## config.mk

```make
export PLATFORM = sky130hd
export DESIGN_NAME = pid_conditional_integration
export DESIGN_NICKNAME = d
export VERILOG_FILES = /design/src/rtl/pci_pkg.sv /design/src/rtl/pci_arith.sv /design/src/rtl/pid_conditional_integration.sv
export SDC_FILE = /design/constraint.sdc
export NUM_CORES = 2
export LEC_CHECK = 0
export CAP_MARGIN = 20
export CORE_MARGIN = 1
export CORE_UTILIZATION = 36
export CTS_BUF_LIST = sky130_fd_sc_hd__clkbuf_16
export CTS_CLUSTER_DIAMETER = 120
export CTS_CLUSTER_SIZE = 28
export DETAILED_ROUTE_END_ITERATION = 8
export DONT_BUFFER_PORTS = 1
export GPL_TIMING_DRIVEN = 0
export HOLD_SLACK_MARGIN = 0.15
export PLACE_DENSITY = 0.56
export SETUP_SLACK_MARGIN = 0.15
export SLEW_MARGIN = 20
export SYNTH_ARGS = -nofsm -noshare
export SYNTH_HDL_FRONTEND = slang
export SYNTH_HIERARCHICAL = 1
export SYNTH_SLANG_ARGS = --single-unit
export TNS_END_PERCENT = 10
```

## constraint.sdc

```tcl
create_clock -name aclk -period 8.33 [get_ports aclk]
set_clock_uncertainty 0.1 [all_clocks]
set_input_delay 1.2495 -clock aclk [delete_from_list [all_inputs] [get_ports aclk]]
set_output_delay 1.2495 -clock aclk [all_outputs]
set_load 0.1 [all_outputs]
```

## src/rtl/pci_pkg.sv

```systemverilog
// Shared types, constants, saturation helpers and step sequencing for the PID controller.
// No dependencies.
`timescale 1ns / 1ps

package pci_pkg;

    // Configuration register indexes
    localparam logic [2:0] RegPropGain  = 3'd0;
    localparam logic [2:0] RegIntegGain = 3'd1;
    localparam logic [2:0] RegDerivGain = 3'd2;
    localparam logic [2:0] RegTarget    = 3'd3;
    localparam logic [2:0] RegDriveMin  = 3'd4;
    localparam logic [2:0] RegDriveMax  = 3'd5;
    localparam logic [2:0] RegSampleMs  = 3'd6;
    localparam logic [2:0] RegEnable    = 3'd7;

    localparam logic OpSample = 1'b0;
    localparam logic OpReset  = 1'b1;

    // Reset values of the configuration registers
    localparam logic [31:0] PropGainRst = 32'd65536;
    localparam logic [31:0] DriveMaxRst = 32'd6553600;
    localparam logic [15:0] SampleMsRst = 16'd1000;

    // Constant divisors and scale
    localparam logic [31:0] MsPerSec   = 32'd1000;
    localparam logic [31:0] CeilDiv    = 32'd10;
    localparam logic [31:0] FiltDiv    = 32'd5;

    // Last iteration index of each operation in the serial unit
    localparam logic [5:0] MulLast = 6'd31;
    localparam logic [5:0] DivLast = 6'd63;

    typedef enum logic [2:0] {
        S_IDLE,
        S_ISSUE,
        S_WAIT,
        S_FINAL,
        S_OUT
    } state_t;

    typedef enum logic [3:0] {
        ST_PTERM,
        ST_INCM,
        ST_INCD,
        ST_ICAND,
        ST_DOLD,
        ST_CEIL,
        ST_ITERM,
        ST_DIFFM,
        ST_RAWD,
        ST_FILTD,
        ST_DTERM
    } step_t;

    typedef enum logic {
        AOP_MUL,
        AOP_DIV
    } arith_op_t;

    typedef struct packed {
        logic      start;
        arith_op_t op;
    } arith_cmd_t;

    // Saturate a wide signed value to 32 bits
    function automatic logic signed [31:0] sat32(input logic signed [64:0] v);
        logic signed [31:0] r;
        if (v > 65'sd2147483647) begin
            r = 32'sh7FFFFFFF;
        end else if (v < -65'sd2147483648) begin
            r = 32'sh80000000;
        end else begin
            r = v[31:0];
        end
        return r;
    endfunction

    // Scale a Q16.16 gain product back down, floor, and saturate
    function automatic logic signed [31:0] gsat(input logic signed [64:0] p);
        logic signed [48:0] s;
        s = p[64:16];
        return sat32(65'(s));
    endfunction

    function automatic step_t step_succ(input step_t s);
        step_t n;
        unique case (s)
            ST_PTERM: n = ST_INCM;
            ST_INCM:  n = ST_INCD;
            ST_INCD:  n = ST_ICAND;
            ST_ICAND: n = ST_DOLD;
            ST_DOLD:  n = ST_CEIL;
            ST_CEIL:  n = ST_ITERM;
            ST_ITERM: n = ST_DIFFM;
            ST_DIFFM: n = ST_RAWD;
            ST_RAWD:  n = ST_FILTD;
            ST_FILTD: n = ST_DTERM;
            default:  n = ST_DTERM;
        endcase
        return n;
    endfunction

endpackage

```

## src/rtl/pci_arith.sv

```systemverilog
// Shared bit-serial arithmetic unit: shift-add multiply and restoring divide.
// Depends on pci_pkg.
`timescale 1ns / 1ps

module pci_arith (
    input  logic                     aclk,
    input  logic                     aresetn,
    input  pci_pkg::arith_cmd_t      cmd,
    input  logic signed [63:0]       opa,
    input  logic        [31:0]       opb,
    output logic                     done,
    output logic signed [64:0]       result
);

    logic                 busy_reg;
    logic                 done_reg;
    logic [5:0]           cnt_reg;
    pci_pkg::arith_op_t   op_reg;
    // multiply state
    logic signed [32:0]   a_reg;
    logic signed [33:0]   hi_reg;
    logic [31:0]          lo_reg;
    // divide state
    logic                 neg_reg;
    logic [31:0]          rem_reg;
    logic [63:0]          quo_reg;
    logic [31:0]          dvs_reg;

    logic signed [33:0]   mul_sum;
    logic [32:0]          div_shift;
    logic                 div_fit;
    logic [63:0]          q_adj;
    logic signed [63:0]   div_res;

    // one multiplier bit per cycle
    assign mul_sum   = hi_reg + (lo_reg[0] ? 34'(a_reg) : 34'sd0);
    // one quotient bit per cycle
    assign div_shift = {rem_reg, quo_reg[63]};
    assign div_fit   = div_shift >= {1'b0, dvs_reg};

    // floor correction for a negative dividend
    assign q_adj   = quo_reg + 64'(rem_reg != 32'd0);
    assign div_res = neg_reg ? -$signed(q_adj) : $signed(quo_reg);

    assign result = (op_reg == pci_pkg::AOP_MUL) ? $signed({hi_reg[32:0], lo_reg})
                                                 : 65'(div_res);
    assign done   = done_reg;

    // control
    always_ff @(posedge aclk) begin
        if (!aresetn) begin
            busy_reg <= 1'b0;
            done_reg <= 1'b0;
            cnt_reg  <= '0;
        end else begin
            done_reg <= 1'b0;
            if (cmd.start) begin
                busy_reg <= 1'b1;
                cnt_reg  <= (cmd.op == pci_pkg::AOP_MUL) ? pci_pkg::MulLast
                                                          : pci_pkg::DivLast;
            end else if (busy_reg) begin
                cnt_reg <= cnt_reg - 6'd1;
                if (cnt_reg == 6'd0) begin
                    busy_reg <= 1'b0;
                    done_reg <= 1'b1;
                end
            end
        end
    end

    // datapath
    always_ff @(posedge aclk) begin
        if (cmd.start) begin
            op_reg  <= cmd.op;
            a_reg   <= opa[32:0];
            hi_reg  <= '0;
            lo_reg  <= opb;
            neg_reg <= opa[63];
            quo_reg <= opa[63] ? 64'(-opa) : 64'(opa);
            rem_reg <= '0;
            dvs_reg <= opb;
        end else if (busy_reg) begin
            if (op_reg == pci_pkg::AOP_MUL) begin
                hi_reg <= {mul_sum[33], mul_sum[33:1]};
                lo_reg <= {mul_sum[0], lo_reg[31:1]};
            end else begin
                rem_reg <= div_fit ? 32'(div_shift - {1'b0, dvs_reg}) : div_shift[31:0];
                quo_reg <= {quo_reg[62:0], div_fit};
            end
        end
    end

endmodule

```

## src/rtl/pid_conditional_integration.sv

```systemverilog
// Top level of the PID controller with conditional integration.
// Depends on pci_pkg and pci_arith.
`timescale 1ns / 1ps

// PID controller, signed Q16.16, one result per item. Reset commands, disabled
// samples and cached samples (less than sample_time_ms, or no time at all, since
// the last update) go straight to the output state: the result posts to the
// output register once it is free, and the input is ready again as it posts.
// A fresh computation runs eleven operations through one shared bit-serial unit:
// seven multiplies and four divides, each issued and then awaited until the unit
// is done and its result is captured, then a finish state and the output state
// post the result. That unit sets the rate; one item is in work at a time, and
// a finished result waits in the output register while the next item is taken.
module pid_conditional_integration (
    input  logic               aclk,
    input  logic               aresetn,
    input  logic               cfg_wr_en,
    input  logic [2:0]         cfg_index,
    input  logic [31:0]        cfg_wdata,
    input  logic               s_valid,
    output logic               s_ready,
    input  logic               s_opcode,
    input  logic signed [31:0] s_measurement,
    input  logic [31:0]        s_now_ms,
    output logic               m_valid,
    input  logic               m_ready,
    output logic signed [31:0] m_control_output,
    output logic               m_fresh
);

    // configuration
    logic [31:0]        prop_gain_reg, integ_gain_reg, deriv_gain_reg;
    logic signed [31:0] target_reg, dmin_reg, dmax_reg;
    logic [15:0]        sample_ms_reg;
    logic               enable_reg;

    // controller state
    logic [31:0]        last_ms_reg;
    logic               tvalid_reg, seeded_reg;
    logic signed [31:0] prev_reg, filt_reg, integ_reg, held_reg;

    // work registers
    logic signed [31:0] meas_reg, err_reg, pterm_reg, cand_reg, ti_reg, td_reg;
    logic signed [31:0] iterm_reg, raw_reg, dterm_reg;
    logic [31:0]        elapsed_reg;
    logic signed [64:0] wide_reg;
    logic signed [31:0] res_val_reg;
    logic               res_fresh_reg;
    logic               m_valid_reg, m_fresh_reg;
    logic signed [31:0] m_out_reg;

    pci_pkg::state_t    state_reg, state_next;
    pci_pkg::step_t     step_reg;

    pci_pkg::arith_cmd_t cmd;
    pci_pkg::arith_op_t  a_op;
    logic                a_start;
    logic signed [63:0]  opa;
    logic [31:0]         opb;
    logic                a_done;
    logic signed [64:0]  a_res;

    logic               accept, out_free, go_compute;
    logic [31:0]        lu, elapsed;
    logic signed [31:0] err_in;
    logic signed [32:0] range_d, diff_d;
    logic signed [34:0] unclamped, outsum, lim_v;
    logic signed [31:0] ceil_v, ni, outv;
    logic               grow;

    assign accept   = s_valid && s_ready;
    assign out_free = !m_valid_reg || m_ready;

    // timing of the incoming sample
    assign lu         = tvalid_reg ? last_ms_reg : s_now_ms - 32'(sample_ms_reg);
    assign elapsed    = s_now_ms - lu;
    assign err_in     = pci_pkg::sat32(65'(target_reg) - 65'(s_measurement));
    assign go_compute = (s_opcode == pci_pkg::OpSample) && enable_reg
                        && (elapsed >= 32'(sample_ms_reg)) && (elapsed != 32'd0);

    // combine terms and pick the integral update
    assign range_d   = 33'(dmax_reg) - 33'(dmin_reg);
    assign diff_d    = 33'(meas_reg) - 33'(prev_reg);
    assign unclamped = 35'(pterm_reg) + 35'(ti_reg) - 35'(td_reg);
    assign grow      = ((unclamped >= 35'(dmin_reg)) && (unclamped <= 35'(dmax_reg)))
                       || ((unclamped > 35'(dmax_reg)) && err_reg[31])
                       || ((unclamped < 35'(dmin_reg)) && (err_reg > 32'sd0));
    assign ceil_v    = pci_pkg::sat32(a_res);
    assign ni        = grow ? cand_reg : integ_reg;

    // final drive value at full width, drive_min wins over drive_max
    assign outsum = 35'(pterm_reg) + 35'(iterm_reg) - 35'(dterm_reg);
    always_comb begin
        lim_v = (outsum > 35'(dmax_reg)) ? 35'(dmax_reg) : outsum;
        outv  = (lim_v < 35'(dmin_reg)) ? dmin_reg : lim_v[31:0];
    end

    // operands for the shared unit
    always_comb begin
        opa = '0;
        opb = '0;
        a_op = pci_pkg::AOP_MUL;
        unique case (step_reg)
            pci_pkg::ST_PTERM: begin
                opa = 64'(err_reg);   opb = prop_gain_reg;
            end
            pci_pkg::ST_INCM: begin
                opa = 64'(err_reg);   opb = elapsed_reg;
            end
            pci_pkg::ST_INCD: begin
                opa = wide_reg[63:0]; opb = pci_pkg::MsPerSec; a_op = pci_pkg::AOP_DIV;
            end
            pci_pkg::ST_ICAND: begin
                opa = 64'(cand_reg);  opb = integ_gain_reg;
            end
            pci_pkg::ST_DOLD: begin
                opa = 64'(filt_reg);  opb = deriv_gain_reg;
            end
            pci_pkg::ST_CEIL: begin
                opa = 64'(35'(range_d) + (35'(range_d) <<< 1));
                opb = pci_pkg::CeilDiv; a_op = pci_pkg::AOP_DIV;
            end
            pci_pkg::ST_ITERM: begin
                opa = 64'(integ_reg); opb = integ_gain_reg;
            end
            pci_pkg::ST_DIFFM: begin
                opa = 64'(diff_d);    opb = pci_pkg::MsPerSec;
            end
            pci_pkg::ST_RAWD: begin
                opa = wide_reg[63:0]; opb = elapsed_reg; a_op = pci_pkg::AOP_DIV;
            end
            pci_pkg::ST_FILTD: begin
                opa = 64'((35'(filt_reg) <<< 2) + 35'(raw_reg));
                opb = pci_pkg::FiltDiv; a_op = pci_pkg::AOP_DIV;
            end
            default: begin
                opa = 64'(filt_reg);  opb = deriv_gain_reg;
            end
        endcase
    end

    assign cmd = '{start: a_start, op: a_op};

    // next state
    always_comb begin
        state_next = state_reg;
        unique case (state_reg)
            pci_pkg::S_IDLE:  if (accept) begin
                state_next = go_compute ? pci_pkg::S_ISSUE : pci_pkg::S_OUT;
            end
            pci_pkg::S_ISSUE: state_next = pci_pkg::S_WAIT;
            pci_pkg::S_WAIT:  if (a_done) begin
                state_next = (step_reg == pci_pkg::ST_DTERM) ? pci_pkg::S_FINAL
                                                             : pci_pkg::S_ISSUE;
            end
            pci_pkg::S_FINAL: state_next = pci_pkg::S_OUT;
            pci_pkg::S_OUT:   if (out_free) begin
                state_next = pci_pkg::S_IDLE;
            end
            default:          state_next = pci_pkg::S_IDLE;
        endcase
    end

    // state outputs
    always_comb begin
        s_ready = (state_reg == pci_pkg::S_IDLE);
        a_start = (state_reg == pci_pkg::S_ISSUE);
    end

    always_ff @(posedge aclk) begin
        if (!aresetn) begin
            state_reg <= pci_pkg::S_IDLE;
        end else begin
            state_reg <= state_next;
        end
    end

    pci_arith u_arith (
        .aclk    (aclk),
        .aresetn (aresetn),
        .cmd     (cmd),
        .opa     (opa),
        .opb     (opb),
        .done    (a_done),
        .result  (a_res)
    );

    // configuration, controller state and output register
    always_ff @(posedge aclk) begin
        if (!aresetn) begin
            prop_gain_reg  <= pci_pkg::PropGainRst;
            integ_gain_reg <= '0;
            deriv_gain_reg <= '0;
            target_reg     <= '0;
            dmin_reg       <= '0;
            dmax_reg       <= pci_pkg::DriveMaxRst;
            sample_ms_reg  <= pci_pkg::SampleMsRst;
            enable_reg     <= 1'b1;
            last_ms_reg    <= '0;
            tvalid_reg     <= 1'b0;
            seeded_reg     <= 1'b0;
            prev_reg       <= '0;
            filt_reg       <= '0;
            integ_reg      <= '0;
            held_reg       <= '0;
            m_valid_reg    <= 1'b0;
        end else begin
            // register writes
            if (cfg_wr_en) begin
                unique case (cfg_index)
                    pci_pkg::RegPropGain:  prop_gain_reg  <= cfg_wdata;
                    pci_pkg::RegIntegGain: integ_gain_reg <= cfg_wdata;
                    pci_pkg::RegDerivGain: deriv_gain_reg <= cfg_wdata;
                    pci_pkg::RegTarget:    target_reg     <= cfg_wdata;
                    pci_pkg::RegDriveMin:  dmin_reg       <= cfg_wdata;
                    pci_pkg::RegDriveMax:  dmax_reg       <= cfg_wdata;
                    pci_pkg::RegSampleMs:  sample_ms_reg  <= cfg_wdata[15:0];
                    pci_pkg::RegEnable: begin
                        enable_reg <= cfg_wdata[0];
                        if (!cfg_wdata[0]) begin
                            integ_reg   <= '0;
                            filt_reg    <= '0;
                            held_reg    <= '0;
                            last_ms_reg <= '0;
                            tvalid_reg  <= 1'b0;
                        end
                    end
                    default: ;
                endcase
            end

            // take an item
            if (accept) begin
                res_fresh_reg <= 1'b0;
                if (s_opcode == pci_pkg::OpReset) begin
                    integ_reg   <= '0;
                    filt_reg    <= '0;
                    held_reg    <= '0;
                    last_ms_reg <= '0;
                    tvalid_reg  <= 1'b0;
                    res_val_reg <= '0;
                end else if (!enable_reg) begin
                    res_val_reg <= '0;
                end else begin
                    tvalid_reg <= 1'b1;
                    if (!tvalid_reg && !seeded_reg) begin
                        prev_reg   <= s_measurement;
                        seeded_reg <= 1'b1;
                    end
                    meas_reg    <= s_measurement;
                    elapsed_reg <= elapsed;
                    err_reg     <= err_in;
                    res_val_reg <= held_reg;
                    last_ms_reg <= (elapsed < 32'(sample_ms_reg)) ? lu : s_now_ms;
                end
            end

            // integral commit at the ceiling step, filter commit at the filter step
            if ((state_reg == pci_pkg::S_WAIT) && a_done
                && (step_reg == pci_pkg::ST_CEIL)) begin
                if (ni > ceil_v) begin
                    integ_reg <= ceil_v;
                end else if (ni < 32'sd0) begin
                    integ_reg <= '0;
                end else begin
                    integ_reg <= ni;
                end
            end
            if ((state_reg == pci_pkg::S_WAIT) && a_done
                && (step_reg == pci_pkg::ST_FILTD)) begin
                filt_reg <= pci_pkg::sat32(a_res);
            end

            // finish a fresh computation
            if (state_reg == pci_pkg::S_FINAL) begin
                held_reg      <= outv;
                prev_reg      <= meas_reg;
                res_val_reg   <= outv;
                res_fresh_reg <= 1'b1;
            end

            // output register
            if ((state_reg == pci_pkg::S_OUT) && out_free) begin
                m_valid_reg <= 1'b1;
                m_out_reg   <= res_val_reg;
                m_fresh_reg <= res_fresh_reg;
            end else if (m_valid_reg && m_ready) begin
                m_valid_reg <= 1'b0;
            end
        end
    end

    // capture results of the shared unit
    always_ff @(posedge aclk) begin
        if (accept) begin
            step_reg <= pci_pkg::ST_PTERM;
        end else if ((state_reg == pci_pkg::S_WAIT) && a_done) begin
            step_reg <= pci_pkg::step_succ(step_reg);
            case (step_reg)
                pci_pkg::ST_PTERM: pterm_reg <= pci_pkg::gsat(a_res);
                pci_pkg::ST_INCM:  wide_reg  <= a_res;
                pci_pkg::ST_INCD:  cand_reg  <= pci_pkg::sat32(65'(integ_reg) + a_res);
                pci_pkg::ST_ICAND: ti_reg    <= pci_pkg::gsat(a_res);
                pci_pkg::ST_DOLD:  td_reg    <= pci_pkg::gsat(a_res);
                pci_pkg::ST_ITERM: iterm_reg <= pci_pkg::gsat(a_res);
                pci_pkg::ST_DIFFM: wide_reg  <= a_res;
                pci_pkg::ST_RAWD:  raw_reg   <= pci_pkg::sat32(a_res);
                pci_pkg::ST_DTERM: dterm_reg <= pci_pkg::gsat(a_res);
                default: ;
            endcase
        end
    end

    assign m_valid          = m_valid_reg;
    assign m_control_output = m_out_reg;
    assign m_fresh          = m_fresh_reg;

endmodule

```

==> flow_metrics.py <==
metrics = {
    "clock_tree": {
        "numCtsBuffers": 49,
        "cts_sinks": 1065,
        "cts_max_level": 2,
        "clkTransAtPathRegs_ns": 0.11,
        "cts_tree": "built",
        "clk_latency_ns": 0.76,
        "clock_path_buffers": 3,
        "cts_root_buffer": "clkbuf_16",
    },
    "logic_synthesis": {
        "ys_warn_count": 6,
        "seq_area_frac_synth": 0.3615,
        "postSynthCellCount": 8657,
        "synth.largest_area_cell": "edfxtp_1",
        "ys_types": 99,
        "synth.top_cells.by_area": "edfxtp_1 (24%), dfxtp_1 (12%), ha_1 (11%)",
        "synth_enable_flop_cells": 613,
        "synth_top_area_frac": 0.2424,
        "synth-seq-cells": 1065,
        "synth_flop_cell": "edfxtp_1",
        "avgSynthCellArea_um2": 8.772,
        "syn-cell-area_um2": 75940,
        "synth_nets": 9496,
        "async_flop_share": 0,
    },
    "floorplan": {
        "die_area_um2": 212800,
        "num_rows": 168,
        "start_util": 0.3624,
        "die_h_um": 461.3,
        "die_w_um": 461.3,
        "io_pins": 140,
        "core-area_um2": 209600,
    },
    "routing": {
        "route.detailed.drc": 0,
        "totalWireLength_um": 302000,
        "post_drt_wl_per_cell_um": 25.88,
        "ant_nets": 0,
        "vias": 67660,
        "via_per_inst": 5.798,
        "drtIter0Drc": 7271,
        "first_pass_iters": 8,
    },
    "placement": {
        "dpl_worst_slack_ns": -3.367,
        "gp_congestion": 1.004,
        "port_buffers": 0,
        "placement.cell_area_um2": 80160,
        "hpwl_um": 243700,
    },
    "sta": {
        "slew_headroom": 0.1559,
        "timing.final.max_slew_violations": 0,
        "worst_slew_pin_slew_ns": 1.266,
        "grt_setup_unrepaired": "true",
        "final-setup-viol-count": 128,
        "fin_tns_setup_ns": -73.73,
        "fmax_mhz": 108.8,
        "period_needed_ns": 9.194,
        "min_period_over_period": 1.104,
        "fin_ws_ns": -0.8644,
        "hold_viol": 0,
    },
    "worst_setup_path": {
        "critical_path.max_stage_delay_ns": 0.58,
        "startpoint_type": "flip-flop",
        "r2r_cells": 42,
        "end_kind": "flip-flop",
        "critPathSlowestCell": "fa_1",
        "crit_type": "flip-flop to flip-flop",
        "arrival_ns": 9.69,
        "path_max_fanout": 7,
        "cp.buffers_inverters": 5,
        "critical_path.top_delay_family": "compound AO/OA/AOI/OAI gates",
        "rr_endpoint": "integ_reg[30]",
        "cp_data_required_time_ns": 8.82,
        "r2r_slack_ns": -0.86,
        "crit_top_cell": "o21a_1",
        "worstReg2RegStart": "td_reg[1]",
    },
    "finish": {
        "area_growth_pct": 11.00,
        "final_util": 0.4022,
        "layout.nets": 9639,
        "finalInstanceArea_um2": 84300,
        "drive_gt1_frac": 0.06990,
        "layout_commonest_cell": "nand2_1",
        "layout_common_cells": "nand2_1 (945), a21oi_1 (869), inv_1 (701)",
    },
    "global_route": {
        "grt-ovfl-total": 0,
        "grt_pass1_wl_um": 431400,
        "grt.total_usage": 0.2739,
        "antenna_found_initial": 34,
        "grt_pass1_vias": 63890,
        "grt_max_degree": 54,
    },
    "pwr": {
        "ir_drop_mv": 0.1725,
        "p_per_area_nw_per_um2": 169.5,
        "leakage_nw": 33.34,
        "power_mw": 14.29,
    },
    "min_path": {
        "whs_endpoint": "m_control_output[24]",
        "hp-class": "flip-flop to flip-flop",
        "min_from": "res_val_reg[24]",
        "hold_path_depth": 0,
    },
    "run_status": {
        "status": "finished, violations left",
        "failed_checks": "setup timing",
    },
    "job": {
        "drv_cap": 0,
    },
}
## what timing repair did
item,in CTS,in global routing
pin swaps,89,48
setup buffers,43,14
cloned,2,1
hold buffers,0,0
gates resized for setup,281,131
endpoints found under the setup margin,198,193
## worst reg2reg max path, delay by kind of cell (launching register included)
family          cells  cell delay (ns)
fa+ha+maj           4             1.34
buf+inv             5             0.84
xor+xnor            1             0.15
simple gates        9             1.61
mux                 2             0.58
flops               1             0.41
compound gates     21             4.00
## synthesized netlist by cell type, types with 68 or more instances
library cell,count
a31oi_1,93
a21o_1,297
ha_1,660
mux2_2,102
mux2i_1,182
o21ai_0,489
inv_1,680
nand4_1,125
nor2b_1,68
edfxtp_1,613
dfxtp_1,452
xor2_1,189
a21oi_1,930
a211oi_1,76
nand3_1,125
nor3_1,107
fa_1,74
clkbuf_1,359
o21bai_1,71
o21a_1,84
nand2b_1,135
and2_1,77
nand2_1,948
xnor2_1,268
nor2_1,598
## worst max path at each step
| stage | from | endpoint | slack, ns | depth (start not counted) |
|---|---|---|---|---|
| final | td_reg[1] | integ_reg[30] | -0.86 | 42 |
| after global routing | ti_reg[1] | integ_reg[29] | -1.07 | 45 |
| after CTS | pterm_reg[1] | integ_reg[26] | -0.69 | 46 |
| after detailed placement | pterm_reg[1] | integ_reg[31] | -3.37 | 39 |
| after global placement | u_arith/rem_reg[16] | cand_reg[22] | -3.59 | 33 |
| after floorplan | pterm_reg[1] | integ_reg[22] | 0.14 | 45 |
## logic make-up (layout without fill, tap and decap cells)
| group | count (synthesis) | after routing | synth area share |
|---|---|---|---|
| xor gates and xnor gates | 457 | 457 | 0.05271 |
| adders and majority gates | 741 | 741 | 0.1292 |
| muxes | 284 | 284 | 0.03911 |
| buffers and inverters | 1073 | 1257 | 0.05346 |
| and+or+nand+nor | 2442 | 2442 | 0.1489 |
| other | 0 | 23 | 0 |
| DFF | 1065 | 1065 | 0.3615 |
| AOI/OAI and AO/OA | 2595 | 2595 | 0.2151 |
## metal layers
layer  vias up  GRT usage  part of all wire
li1      31450          -                 -
met5         -          0           0.00019
met1     33020     0.3748              0.43
met3       486    0.04169             0.083
met4        10     0.1186             0.053
met2      2699     0.4255              0.43
## layout make-up
| type | instances | area [um2] |
|---|---|---|
| Buffer | 392 | 1727 |
| Sequential cell | 1065 | 27460 |
| Inverter | 681 | 2559 |
| Fill cell | 21150 | 125300 |
| Timing Repair Buffer | 92 | 973.4 |
| Clock buffer | 51 | 1276 |
| Tap cell | 2805 | 3510 |
| Antenna cell | 23 | 57.56 |
| Clock inverter | 41 | 334.1 |
| Multi-Input combinational cell | 6519 | 46400 |
## report_power, final
part	switching, mW	leakage [nW]	internal (mW)
sequential	0.185	9.20	5.89
clock	1.98	0.868	1.18
combinational	3.44	23.3	1.61
total	5.60	33.3	8.68
## through the flow
stage / hold slack (ns) / std cells
2_1_floorplan: 0.3003 / 8657
6_report: 0.3320 / 11670
4_1_cts: 0.3303 / 11630
3_3_place_gp: 0.3061 / 11460
5_1_grt: 0.3420 / 11660
3_5_place_dp: 0.3063 / 11490
Power figures use the tool's default switching activity.
